**src/hdl/asgr_pkg.sv**
```systemverilog
// Shared types, constants and codes for the ANSI SGR dim text filter.
package asgr_pkg;

	// Default parameter count, and the widths of the parameter count and store address.
	localparam int DEF_MAX_PARAMS = 16;
	localparam int PCNT_W         = 7;
	localparam int PADDR_W        = 6;

	// Depth of the command queue between front and back.
	localparam int CMDQ_DEPTH = 4;

	// APB address width: four 32-bit registers.
	localparam int APB_ADDR_W = 4;

	// Byte codes.
	localparam logic [7:0] ESC_BYTE  = 8'h1B;
	localparam logic [7:0] NL_BYTE   = 8'h0A;
	localparam logic [7:0] CSI_OPEN  = 8'h5B;
	localparam logic [7:0] SGR_FINAL = 8'h6D;
	localparam logic [7:0] FINAL_LO  = 8'h40;
	localparam logic [7:0] FINAL_HI  = 8'h7E;
	localparam logic [7:0] SEMI_BYTE = 8'h3B;
	localparam logic [7:0] COLON_BYTE = 8'h3A;
	localparam logic [7:0] DIGIT_0   = 8'h30;
	localparam logic [7:0] DIGIT_9   = 8'h39;

	// Parameter value limit.
	localparam logic [9:0] NUM_MAX = 10'd1023;

	// SGR codes.
	localparam logic [9:0] SGR_RESET      = 10'd0;
	localparam logic [9:0] SGR_DIM        = 10'd2;
	localparam logic [9:0] SGR_NORMAL     = 10'd22;
	localparam logic [9:0] SGR_FG_EXT     = 10'd38;
	localparam logic [9:0] SGR_FG_DEFAULT = 10'd39;
	localparam logic [9:0] SEL_PALETTE    = 10'd5;
	localparam logic [9:0] SEL_RGB        = 10'd2;

	// Register reset values.
	localparam logic [7:0] DEF_GREY_LOW    = 8'd232;
	localparam logic [7:0] DEF_GREY_HIGH   = 8'd243;
	localparam logic [7:0] DEF_DARK_MAX    = 8'd120;
	localparam logic [7:0] DEF_SPREAD_MAX  = 8'd20;

	typedef enum logic [1:0] {
		REG_GREY_LOW   = 2'd0,
		REG_GREY_HIGH  = 2'd1,
		REG_DARK_MAX   = 2'd2,
		REG_SPREAD_MAX = 2'd3
	} reg_idx_t;

	typedef struct packed {
		logic [7:0] in_byte;
		logic       last;
	} item_t;

	typedef struct packed {
		logic [7:0] text_byte;
		logic       dim;
		logic       byte_valid;
		logic       end_of_string;
	} result_t;

	typedef struct packed {
		logic [7:0] grey_index_low;
		logic [7:0] grey_index_high;
		logic [7:0] dark_channel_max;
		logic [7:0] grey_spread_max;
	} cfg_t;

	// Command from the front part to the back part.
	typedef struct packed {
		logic              is_sgr;
		logic              esc_first;
		logic              has_byte;
		logic [7:0]        data;
		logic              eos;
		logic [PCNT_W-1:0] count;
	} cmd_t;

	// Parameter store write.
	typedef struct packed {
		logic               en;
		logic [PADDR_W-1:0] addr;
		logic [9:0]         data;
	} pwr_t;

endpackage

```
**src/hdl/asgr_front.sv**
```systemverilog
// Front part: parses the byte stream, collects CSI parameters and issues commands.
module asgr_front import asgr_pkg::*; #(
	parameter int MAX_PARAMS = DEF_MAX_PARAMS
) (
	input  logic  clk,
	input  logic  arst_n,
	input  logic  push,
	output logic  full,
	input  item_t item,
	input  logic  q_full,
	output logic  q_push,
	output cmd_t  q_cmd,
	output pwr_t  pwr,
	input  logic  walk_done
);

	localparam int CW = $clog2(MAX_PARAMS + 1);

	typedef enum logic [1:0] {
		M_TEXT,
		M_HELD,
		M_CSI
	} mode_t;

	mode_t         mode_q;
	logic [9:0]    cur_q;
	logic          seen_q;
	logic [CW-1:0] cnt_q;
	logic          sgr_pend_q;

	logic          accept;
	logic [7:0]    b;
	logic          is_final;
	logic          is_sep;
	logic          is_digit;
	logic          has_room;
	logic [CW-1:0] cnt_push;
	logic [13:0]   acc;
	logic [9:0]    cur_n;
	logic          need_cmd;

	assign b        = item.in_byte;
	assign is_final = (b >= FINAL_LO) && (b <= FINAL_HI);
	assign is_sep   = (b == SEMI_BYTE) || (b == COLON_BYTE);
	assign is_digit = (b >= DIGIT_0) && (b <= DIGIT_9);
	assign has_room = cnt_q < CW'(MAX_PARAMS);
	assign cnt_push = has_room ? cnt_q + CW'(1) : cnt_q;

	assign acc   = ({4'b0, cur_q} << 3) + ({4'b0, cur_q} << 1) + {6'b0, b - DIGIT_0};
	assign cur_n = (acc > {4'b0, NUM_MAX}) ? NUM_MAX : acc[9:0];

	// CSI bytes must not touch the parameter store while a walk is pending.
	assign full   = q_full || (sgr_pend_q && (mode_q != M_TEXT));
	assign accept = push && !full;

	assign pwr.en   = accept && (mode_q == M_CSI) && (is_final || is_sep) && has_room;
	assign pwr.addr = PADDR_W'(cnt_q);
	assign pwr.data = seen_q ? cur_q : 10'd0;

	always_comb begin
		q_cmd           = '0;
		q_cmd.data      = b;
		q_cmd.eos       = item.last;
		q_cmd.count     = PCNT_W'(cnt_push);
		case (mode_q)
			M_CSI: begin
				q_cmd.is_sgr = (b == SGR_FINAL) && !item.last;
			end
			M_HELD: begin
				if (b != CSI_OPEN) begin
					q_cmd.esc_first = 1'b1;
					q_cmd.has_byte  = !((b == ESC_BYTE) && !item.last);
				end
			end
			M_TEXT: begin
				q_cmd.has_byte = !((b == ESC_BYTE) && !item.last);
			end
			default: begin
				q_cmd.has_byte = 1'b0;
			end
		endcase
	end

	assign need_cmd = q_cmd.is_sgr || q_cmd.esc_first || q_cmd.has_byte || q_cmd.eos;
	assign q_push   = accept && need_cmd;

	always_ff @(posedge clk or negedge arst_n) begin
		if (!arst_n) begin
			mode_q     <= M_TEXT;
			cur_q      <= '0;
			seen_q     <= 1'b0;
			cnt_q      <= '0;
			sgr_pend_q <= 1'b0;
		end else begin
			if (walk_done) begin
				sgr_pend_q <= 1'b0;
			end
			if (accept) begin
				if (q_cmd.is_sgr) begin
					sgr_pend_q <= 1'b1;
				end
				if (item.last) begin
					mode_q <= M_TEXT;
					cur_q  <= '0;
					seen_q <= 1'b0;
					cnt_q  <= '0;
				end else begin
					case (mode_q)
						M_CSI: begin
							if (is_final || is_sep) begin
								if (is_final) begin
									mode_q <= M_TEXT;
								end
								cnt_q  <= cnt_push;
								cur_q  <= '0;
								seen_q <= 1'b0;
							end else if (is_digit) begin
								cur_q  <= cur_n;
								seen_q <= 1'b1;
							end
						end
						M_HELD: begin
							if (b == CSI_OPEN) begin
								mode_q <= M_CSI;
								cnt_q  <= '0;
								cur_q  <= '0;
								seen_q <= 1'b0;
							end else if (b == ESC_BYTE) begin
								mode_q <= M_HELD;
							end else begin
								mode_q <= M_TEXT;
							end
						end
						M_TEXT: begin
							if (b == ESC_BYTE) begin
								mode_q <= M_HELD;
							end
						end
						default: begin
							mode_q <= M_TEXT;
						end
					endcase
				end
			end
		end
	end

endmodule

```
**src/hdl/asgr_cmdq.sv**
```systemverilog
// Short command queue between the front and back parts.
module asgr_cmdq import asgr_pkg::*; (
	input  logic clk,
	input  logic arst_n,
	input  logic push,
	input  cmd_t din,
	output logic full,
	input  logic pop,
	output cmd_t dout,
	output logic empty
);

	localparam int PW = $clog2(CMDQ_DEPTH);
	localparam int NW = $clog2(CMDQ_DEPTH + 1);

	cmd_t          ent_q [CMDQ_DEPTH];
	logic [PW-1:0] wp_q;
	logic [PW-1:0] rp_q;
	logic [NW-1:0] cnt_q;
	logic          do_push;
	logic          do_pop;

	assign full    = cnt_q == NW'(CMDQ_DEPTH);
	assign empty   = cnt_q == '0;
	assign do_push = push && !full;
	assign do_pop  = pop && !empty;
	assign dout    = ent_q[rp_q];

	always_ff @(posedge clk) begin
		if (do_push) begin
			ent_q[wp_q] <= din;
		end
	end

	always_ff @(posedge clk or negedge arst_n) begin
		if (!arst_n) begin
			wp_q  <= '0;
			rp_q  <= '0;
			cnt_q <= '0;
		end else begin
			if (do_push) begin
				wp_q <= (wp_q == PW'(CMDQ_DEPTH - 1)) ? '0 : wp_q + PW'(1);
			end
			if (do_pop) begin
				rp_q <= (rp_q == PW'(CMDQ_DEPTH - 1)) ? '0 : rp_q + PW'(1);
			end
			if (do_push && !do_pop) begin
				cnt_q <= cnt_q + NW'(1);
			end else if (do_pop && !do_push) begin
				cnt_q <= cnt_q - NW'(1);
			end
		end
	end

endmodule

```
**src/hdl/asgr_back.sv**
```systemverilog
// Back part: holds the dim state, walks SGR parameters and drives the result beats.
module asgr_back import asgr_pkg::*; #(
	parameter int MAX_PARAMS = DEF_MAX_PARAMS
) (
	input  logic    clk,
	input  logic    arst_n,
	input  cfg_t    cfg,
	input  logic    cmd_valid,
	input  cmd_t    cmd,
	output logic    cmd_pop,
	input  pwr_t    pwr,
	output logic    walk_done,
	output result_t result,
	output logic    empty,
	input  logic    pop
);

	localparam int AW = $clog2(MAX_PARAMS);
	localparam int CW = $clog2(MAX_PARAMS + 1);
	localparam int XW = CW + 3;

	typedef enum logic [1:0] {
		B_IDLE,
		B_BYTE,
		B_WALK
	} bstate_t;

	typedef enum logic [2:0] {
		IM_CODE,
		IM_SEL,
		IM_IDX,
		IM_R,
		IM_G,
		IM_B
	} imode_t;

	logic [9:0] mem [MAX_PARAMS];
	logic [9:0] rd_data_s1;

	bstate_t       st_q;
	imode_t        im_q;
	result_t       out_q;
	logic          out_v_q;
	logic          attr_q;
	logic          color_q;
	logic [7:0]    hold_byte_q;
	logic          hold_eos_q;
	logic [CW-1:0] n_q;
	logic [CW-1:0] rd_ptr_q;
	logic          dv_s1;
	logic [CW-1:0] dpos_s1;
	logic [9:0]    hi_q;
	logic [9:0]    lo_q;

	logic    dim_now;
	logic    out_free;
	logic    load;
	result_t ld_res;
	logic    clr;
	logic    go_byte;
	logic    go_walk;
	logic    walk_step;

	logic       attr_w;
	logic       color_w;
	imode_t     im_w;
	logic [9:0] hi_w;
	logic [9:0] lo_w;
	logic [9:0] v;
	logic       as_code;
	logic       p1lt;
	logic       p3lt;
	logic [9:0] hi3;
	logic [9:0] lo3;

	always_ff @(posedge clk) begin
		if (pwr.en) begin
			mem[pwr.addr[AW-1:0]] <= pwr.data;
		end
		rd_data_s1 <= mem[rd_ptr_q[AW-1:0]];
	end

	assign result   = out_q;
	assign empty    = !out_v_q;
	assign out_free = !out_v_q || pop;
	assign dim_now  = attr_q || color_q;

	assign walk_step = (st_q == B_WALK) && dv_s1;
	assign walk_done = walk_step && (dpos_s1 == n_q - CW'(1));

	// Emission of text beats and end markers, and the start of SGR parameter walks.
	always_comb begin
		load    = 1'b0;
		ld_res  = '0;
		cmd_pop = 1'b0;
		clr     = 1'b0;
		go_byte = 1'b0;
		go_walk = 1'b0;
		case (st_q)
			B_IDLE: begin
				if (cmd_valid) begin
					if (cmd.is_sgr) begin
						cmd_pop = 1'b1;
						go_walk = 1'b1;
					end else if (out_free) begin
						cmd_pop = 1'b1;
						load    = 1'b1;
						if (cmd.esc_first) begin
							ld_res.text_byte     = ESC_BYTE;
							ld_res.dim           = dim_now;
							ld_res.byte_valid    = 1'b1;
							ld_res.end_of_string = cmd.eos && !cmd.has_byte;
							go_byte              = cmd.has_byte;
							clr                  = cmd.eos && !cmd.has_byte;
						end else if (cmd.has_byte) begin
							ld_res.text_byte     = cmd.data;
							ld_res.dim           = (cmd.data == NL_BYTE) ? 1'b0 : dim_now;
							ld_res.byte_valid    = 1'b1;
							ld_res.end_of_string = cmd.eos;
							clr                  = cmd.eos;
						end else begin
							ld_res.end_of_string = cmd.eos;
							clr                  = cmd.eos;
						end
					end
				end
			end
			B_BYTE: begin
				if (out_free) begin
					load                 = 1'b1;
					ld_res.text_byte     = hold_byte_q;
					ld_res.dim           = (hold_byte_q == NL_BYTE) ? 1'b0 : dim_now;
					ld_res.byte_valid    = 1'b1;
					ld_res.end_of_string = hold_eos_q;
					clr                  = hold_eos_q;
				end
			end
			default: begin
				load = 1'b0;
			end
		endcase
	end

	// One stored parameter is interpreted per cycle; 38 sub-arguments follow in order.
	always_comb begin
		v       = rd_data_s1;
		attr_w  = attr_q;
		color_w = color_q;
		im_w    = im_q;
		hi_w    = hi_q;
		lo_w    = lo_q;
		as_code = 1'b0;
		p1lt    = ({3'b0, dpos_s1} + XW'(1)) < {3'b0, n_q};
		p3lt    = ({3'b0, dpos_s1} + XW'(3)) < {3'b0, n_q};
		hi3     = (v > hi_q) ? v : hi_q;
		lo3     = (v < lo_q) ? v : lo_q;
		case (im_q)
			IM_CODE: begin
				as_code = 1'b1;
			end
			IM_SEL: begin
				if ((v == SEL_PALETTE) && p1lt) begin
					im_w = IM_IDX;
				end else if ((v == SEL_RGB) && p3lt) begin
					im_w = IM_R;
				end else begin
					as_code = 1'b1;
				end
			end
			IM_IDX: begin
				color_w = (v >= {2'b0, cfg.grey_index_low}) && (v <= {2'b0, cfg.grey_index_high});
				im_w    = IM_CODE;
			end
			IM_R: begin
				hi_w = v;
				lo_w = v;
				im_w = IM_G;
			end
			IM_G: begin
				hi_w = hi3;
				lo_w = lo3;
				im_w = IM_B;
			end
			IM_B: begin
				color_w = (hi3 <= {2'b0, cfg.dark_channel_max})
					&& ((hi3 - lo3) <= {2'b0, cfg.grey_spread_max});
				im_w    = IM_CODE;
			end
			default: begin
				im_w = IM_CODE;
			end
		endcase
		if (as_code) begin
			im_w = IM_CODE;
			case (v)
				SGR_RESET: begin
					attr_w  = 1'b0;
					color_w = 1'b0;
				end
				SGR_DIM: begin
					attr_w = 1'b1;
				end
				SGR_NORMAL: begin
					attr_w = 1'b0;
				end
				SGR_FG_DEFAULT: begin
					color_w = 1'b0;
				end
				SGR_FG_EXT: begin
					if (p1lt) begin
						im_w = IM_SEL;
					end
				end
				default: begin
					im_w = IM_CODE;
				end
			endcase
		end
	end

	always_ff @(posedge clk or negedge arst_n) begin
		if (!arst_n) begin
			st_q     <= B_IDLE;
			im_q     <= IM_CODE;
			out_v_q  <= 1'b0;
			attr_q   <= 1'b0;
			color_q  <= 1'b0;
			n_q      <= '0;
			rd_ptr_q <= '0;
			dv_s1    <= 1'b0;
			dpos_s1  <= '0;
		end else begin
			if (load) begin
				out_q   <= ld_res;
				out_v_q <= 1'b1;
			end else if (pop) begin
				out_v_q <= 1'b0;
			end
			if (clr) begin
				attr_q  <= 1'b0;
				color_q <= 1'b0;
			end else if (walk_step) begin
				attr_q  <= attr_w;
				color_q <= color_w;
				im_q    <= im_w;
				hi_q    <= hi_w;
				lo_q    <= lo_w;
			end
			case (st_q)
				B_IDLE: begin
					if (go_walk) begin
						st_q     <= B_WALK;
						n_q      <= cmd.count[CW-1:0];
						rd_ptr_q <= '0;
						dv_s1    <= 1'b0;
						im_q     <= IM_CODE;
					end else if (go_byte) begin
						st_q        <= B_BYTE;
						hold_byte_q <= cmd.data;
						hold_eos_q  <= cmd.eos;
					end
				end
				B_BYTE: begin
					if (load) begin
						st_q <= B_IDLE;
					end
				end
				B_WALK: begin
					// The read pointer has reached the count by the last step, so the
					// valid bit drops through the else arm.
					if (rd_ptr_q < n_q) begin
						rd_ptr_q <= rd_ptr_q + CW'(1);
						dv_s1    <= 1'b1;
						dpos_s1  <= rd_ptr_q;
					end else begin
						dv_s1 <= 1'b0;
					end
					if (walk_done) begin
						st_q <= B_IDLE;
					end
				end
				default: begin
					st_q <= B_IDLE;
				end
			endcase
		end
	end

endmodule

```
**src/hdl/ansi_sgr_dim_text_filter_unit.sv**
```systemverilog
// A text byte is registered in the command queue and then in the result register on its way to the result ports.
// Throughput: one text byte per cycle unless stalled by back-pressure or an SGR walk; an ESC followed by a byte
// other than '[' or a non-final ESC yields two beats. An SGR final 'm' occupies the back part while it walks its
// stored parameters, one parameter store read per cycle; a following '[' waits until that walk is done.
// Reset (arst_n low) returns the parser to text mode with dim clear, empties the
// queues and loads the registers with their defaults; no clearing pass is needed.
module ansi_sgr_dim_text_filter_unit import asgr_pkg::*; #(
	parameter int MAX_PARAMS = DEF_MAX_PARAMS
) (
	input  logic                  clk,
	input  logic                  arst_n,
	input  logic                  push,
	output logic                  full,
	input  item_t                 item,
	output logic                  empty,
	input  logic                  pop,
	output result_t               result,
	input  logic                  psel,
	input  logic                  penable,
	input  logic                  pwrite,
	input  logic [APB_ADDR_W-1:0] paddr,
	input  logic [31:0]           pwdata,
	output logic [31:0]           prdata,
	output logic                  pready
);

	cfg_t     cfg_q;
	reg_idx_t ridx;
	logic     wr_en;

	cmd_t q_din;
	cmd_t q_dout;
	logic q_push;
	logic q_pop;
	logic q_full;
	logic q_empty;
	pwr_t pwr;
	logic walk_done;

	assign pready = 1'b1;
	assign ridx   = reg_idx_t'(paddr[3:2]);
	assign wr_en  = psel && penable && pwrite && pready;

	always_ff @(posedge clk or negedge arst_n) begin
		if (!arst_n) begin
			cfg_q.grey_index_low   <= DEF_GREY_LOW;
			cfg_q.grey_index_high  <= DEF_GREY_HIGH;
			cfg_q.dark_channel_max <= DEF_DARK_MAX;
			cfg_q.grey_spread_max  <= DEF_SPREAD_MAX;
		end else if (wr_en) begin
			case (ridx)
				REG_GREY_LOW:   cfg_q.grey_index_low   <= pwdata[7:0];
				REG_GREY_HIGH:  cfg_q.grey_index_high  <= pwdata[7:0];
				REG_DARK_MAX:   cfg_q.dark_channel_max <= pwdata[7:0];
				REG_SPREAD_MAX: cfg_q.grey_spread_max  <= pwdata[7:0];
				default:        cfg_q                  <= cfg_q;
			endcase
		end
	end

	always_comb begin
		case (ridx)
			REG_GREY_LOW:   prdata = {24'b0, cfg_q.grey_index_low};
			REG_GREY_HIGH:  prdata = {24'b0, cfg_q.grey_index_high};
			REG_DARK_MAX:   prdata = {24'b0, cfg_q.dark_channel_max};
			REG_SPREAD_MAX: prdata = {24'b0, cfg_q.grey_spread_max};
			default:        prdata = '0;
		endcase
	end

	asgr_front #(
		.MAX_PARAMS(MAX_PARAMS)
	) u_front (
		.clk      (clk),
		.arst_n   (arst_n),
		.push     (push),
		.full     (full),
		.item     (item),
		.q_full   (q_full),
		.q_push   (q_push),
		.q_cmd    (q_din),
		.pwr      (pwr),
		.walk_done(walk_done)
	);

	asgr_cmdq u_cmdq (
		.clk   (clk),
		.arst_n(arst_n),
		.push  (q_push),
		.din   (q_din),
		.full  (q_full),
		.pop   (q_pop),
		.dout  (q_dout),
		.empty (q_empty)
	);

	asgr_back #(
		.MAX_PARAMS(MAX_PARAMS)
	) u_back (
		.clk      (clk),
		.arst_n   (arst_n),
		.cfg      (cfg_q),
		.cmd_valid(!q_empty),
		.cmd      (q_dout),
		.cmd_pop  (q_pop),
		.pwr      (pwr),
		.walk_done(walk_done),
		.result   (result),
		.empty    (empty),
		.pop      (pop)
	);

endmodule
```
**config.mk**
```make
export PLATFORM = sky130hd
export DESIGN_NAME = ansi_sgr_dim_text_filter_unit
export DESIGN_NICKNAME = d
export VERILOG_FILES = /design/src/hdl/asgr_pkg.sv /design/src/hdl/asgr_front.sv /design/src/hdl/asgr_cmdq.sv /design/src/hdl/asgr_back.sv /design/src/hdl/ansi_sgr_dim_text_filter_unit.sv
export SDC_FILE = /design/constraint.sdc
export NUM_CORES = 1
export LEC_CHECK = 0
export BUFFER_PORTS_ARGS = -buffer_cell sky130_fd_sc_hd__buf_2
export CELL_PAD_IN_SITES_DETAIL_PLACEMENT = 1
export CELL_PAD_IN_SITES_GLOBAL_PLACEMENT = 1
export CORE_MARGIN = 1
export CORE_UTILIZATION = 30
export CTS_BUF_LIST = sky130_fd_sc_hd__clkbuf_16
export DETAILED_ROUTE_END_ITERATION = 12
export PLACE_DENSITY_LB_ADDON = 0.1
export SYNTH_ARGS = -nofsm -noshare
export SYNTH_HDL_FRONTEND = slang
export SYNTH_SLANG_ARGS = --single-unit
```
**constraint.sdc**
```tcl
create_clock -name clk -period 4.3 [get_ports clk]
set_input_delay 0.645 -clock clk [delete_from_list [all_inputs] [get_ports clk]]
set_output_delay 0.645 -clock clk [all_outputs]
set_load 0.02 [all_outputs]
```
==> impl_metrics.ini <==
[status]
outcome = finished, violations left
violations = setup timing

[global_route]
use_met2_pct = 27.8
grt_pass1_wl_um = 72700
grt_start_max_net_pins = 46
grt_use_total_pct = 15.9
top_usage_layer = met2
use_met1_pct = 20.4
first_global_vias = 11900
antenna_found_initial = 0
grt_overflow = 0
use_met3_pct = 1.99

[sta]
hold_viol = 0
maxSlewViolCount = 0
period_minus_slack_ns = 4.58
finalSetupViolCount = 1
finalCritPeriodShare_pct = 107
rsz0062_at_grt = true
finalClockSkew_ns = 0.0330
setup_ws_ns = -0.281
tightest_slew_ns = 1.21
fmax_ghz = 0.218
relSlewSlack_pct = 19.2

[placement]
routabilityCongestion = 0.729
post-place-cells = 2145
dp_hpwl_um = 31900
port_buffers = 46

[yosys]
synthAdderAreaFrac_pct = 8.35
synth_top_cell_by_area = edfxtp_1
synth-simple-area-share_pct = 7.86
muxShareOfSynthArea_pct = 13.0
post-synth-top-area-fraction_pct = 45.2
netlist_area_sq_um = 17800
async_flop_share_pct = 22.8
synth-seq-area-share_pct = 58.0
synth_common_cells = 268 x edfxtp_1, 106 x ha_1, 93 x inv_1, 81 x nand2_1, 75 x mux4_2
netlist_instances = 1278
synth-compound-area-share_pct = 6.93
synth_top_family_by_area = multiplexers
synth_area_leaders = edfxtp_1 45%, mux4_2 9.5%, dfrtp_1 9.3%, ha_1 7.5%, dfstp_2 2.4%
avgSynthCellArea_sq_um = 13.9
ys_types = 73
synth-seq-cells = 360
ys.flop_type = edfxtp_1
yosysWarnings = 0
synth.most_common_cell = edfxtp_1
synth_edf_count = 268
yosys.area_share.xor_xnor_pct = 1.62

[worst_setup_path]
critPathLaunchType = flop
arrival_ns = 5.06
end_kind = flop
worstPathRequired_ns = 4.78
crit_slowest_cell = or4b_4
path_class = reg2reg
path_cells = inv_2 -> ha_4 -> nor2b_1 -> nor3_1 -> o21ai_1 -> or4b_4 -> a21oi_4 -> buf_6 -> nand2_4 -> o21ai_4 -> ha_4 -> buf_6 -> a311o_1 -> o221a_2 -> nor2_2 -> xnor2_1 -> ha_1 -> a211oi_2 -> a31oi_4 -> nor4_4 -> nand3_1 -> o31ai_1
cp_max_fo = 6
max_stage_delay_ns = 0.49

[clock_tree]
cts_sinks = 360
cts_tree = built
cts_buffers = 42
root_buffer = clkbuf_16
htreeDepth = 2
clk-insertion-delay-late_ns = 0.59
clk_pin_slew_ns = 0.06
clockBufferDepth = 3

[drt]
vias = 10800
antenna_left = 0
firstDrtPassIters = 5
drc = 0
drt-wirelength-per-cell_um = 20.7
wl_um = 46200
initialDrtViolationCount = 528
viasPerCell = 4.85

[floorplan]
core_area_sq_um = 58100
floorplan.rows = 88
ios = 98
fp.dieW_um = 246
initial_core_util_pct = 30.6
die_h_um = 246
die_area_sq_um = 60300

[power]
ir_worst_vdd_v = 0.000676
p_per_area_nw_per_um2 = 724
p_leak_nw = 8.10

[cells_and_area]
final_util_pct = 36.3
num_antenna_cells = 0
finalNetCount = 1602
drive_gt1_share_pct = 26.8
fin_cells = 2233
area_growth_syn_to_layout_pct = 18.5

[hold_path]
min_path_type = in2reg

[job]
drv_cap = 0
flip-flops by register name (all words and copies together), names as in the netlist, 8 cells and up:
signal and cells:
u_back.mem 160, u_back.result 11, u_back.hi_q 10, u_back.rd_data_s1 10, u_cmdq.ent_q 68, u_back.lo_q 10
cfg_q 32, u_front.cur_q 10, u_back.hold_byte_q 8
metrics by stage:
stage | setup slack, ns | area [sq um] | setup TNS (ns) | power, W | hold slack [ns]
after floorplan | -0.0238 | 17900 | -0.0238 | 0.00928 | 0.349
after global placement | -0.266 | 19500 | -0.266 | 0.0114 | 0.490
after detailed placement | -0.478 | 19500 | -0.478 | 0.0115 | 0.488
after CTS | -0.340 | 21100 | -0.340 | 0.0155 | 0.300
after global routing | -0.588 | 21100 | -0.588 | 0.0164 | 0.343
final | -0.281 | 21100 | -0.281 | 0.0153 | 0.337
worst paths after layout:
path,startpoint,to,slack (ns),cells after the start
hold reg to reg,u_front.sgr_pend_q,u_front.sgr_pend_q,0.51,1
max in group asynchronous,arst_n,u_back.rd_ptr_q[0],2.97,3
min in group asynchronous,arst_n,cfg_q[3],0.51,2
hold / removal,pwdata[6],cfg_q[14],0.34,3
setup / recovery,u_back.hi_q[1],u_back.color_q,-0.28,22
setup reg to reg,u_back.hi_q[1],u_back.color_q,-0.28,22
metal layers:
layer	up-vias	part of all wire (%)
met1	5579	44
met5	-	0
met4	0	2.2
met2	134	51
met3	57	2.9
li1	5071	-
report_power, final:
group	leakage (nW)	switching, W	internal, W
logic	3.86	0.00367	0.00312
clock network	0.699	0.00152	0.00214
registers	3.54	0.000383	0.00444
critical path: cells and delay by family, from the launching register on:
kind	cells	cell delay, ns
AO/OA/AOI/OAI	8	1.70
AND/OR/NAND/NOR	7	1.18
adder cells (fa/ha/maj)	3	0.82
flip-flops	1	0.36
buffers and inverters	3	0.34
XOR/XNOR	1	0.08
cell type report:
class / instances / area (sq um)
Clock buffer: 43 / 1080
Fill cell: 6134 / 37000
Sequential cell: 360 / 10300
Inverter: 94 / 353
Clock inverter: 33 / 335
Timing Repair Buffer: 161 / 1110
Multi-Input combinational cell: 777 / 6930
Tap cell: 765 / 957
kinds of logic (layout without fill, tap and decap cells):
family,count (synthesis),after routing
simple gates,283,283
mux,129,129
xor+xnor,33,33
flops,360,360
compound gates,193,193
buf+inv,164,331
other cells,2,25
fa+ha+maj,114,114
timing repair:
item                                   in CTS  in global routing
hold buffers                                1                  0
endpoints found under the hold margin       7                  0
setup buffers                              10                  1
resized for setup                          19                  5
setup endpoints to repair                   1                  1
pin swaps                                  18                 15
cells in the final DEF, fill, tap and decap left out, drive strengths merged, types with 39 or more instances in the layout:
| cell type | netlist | routed |
|---|---|---|
| edfxtp | 268 | 268 |
| buf | 43 | 160 |
| ha | 106 | 106 |
| inv | 93 | 100 |
| nand2 | 81 | 81 |
| mux4 | 75 | 75 |
| o21ai | 75 | 75 |
| nor2 | 67 | 67 |
| dfrtp | 66 | 66 |
| clkbuf | 27 | 43 |
| mux2 | 43 | 43 |
| a21oi | 39 | 39 |
No activity file was read; power rests on OpenSTA's default activity.
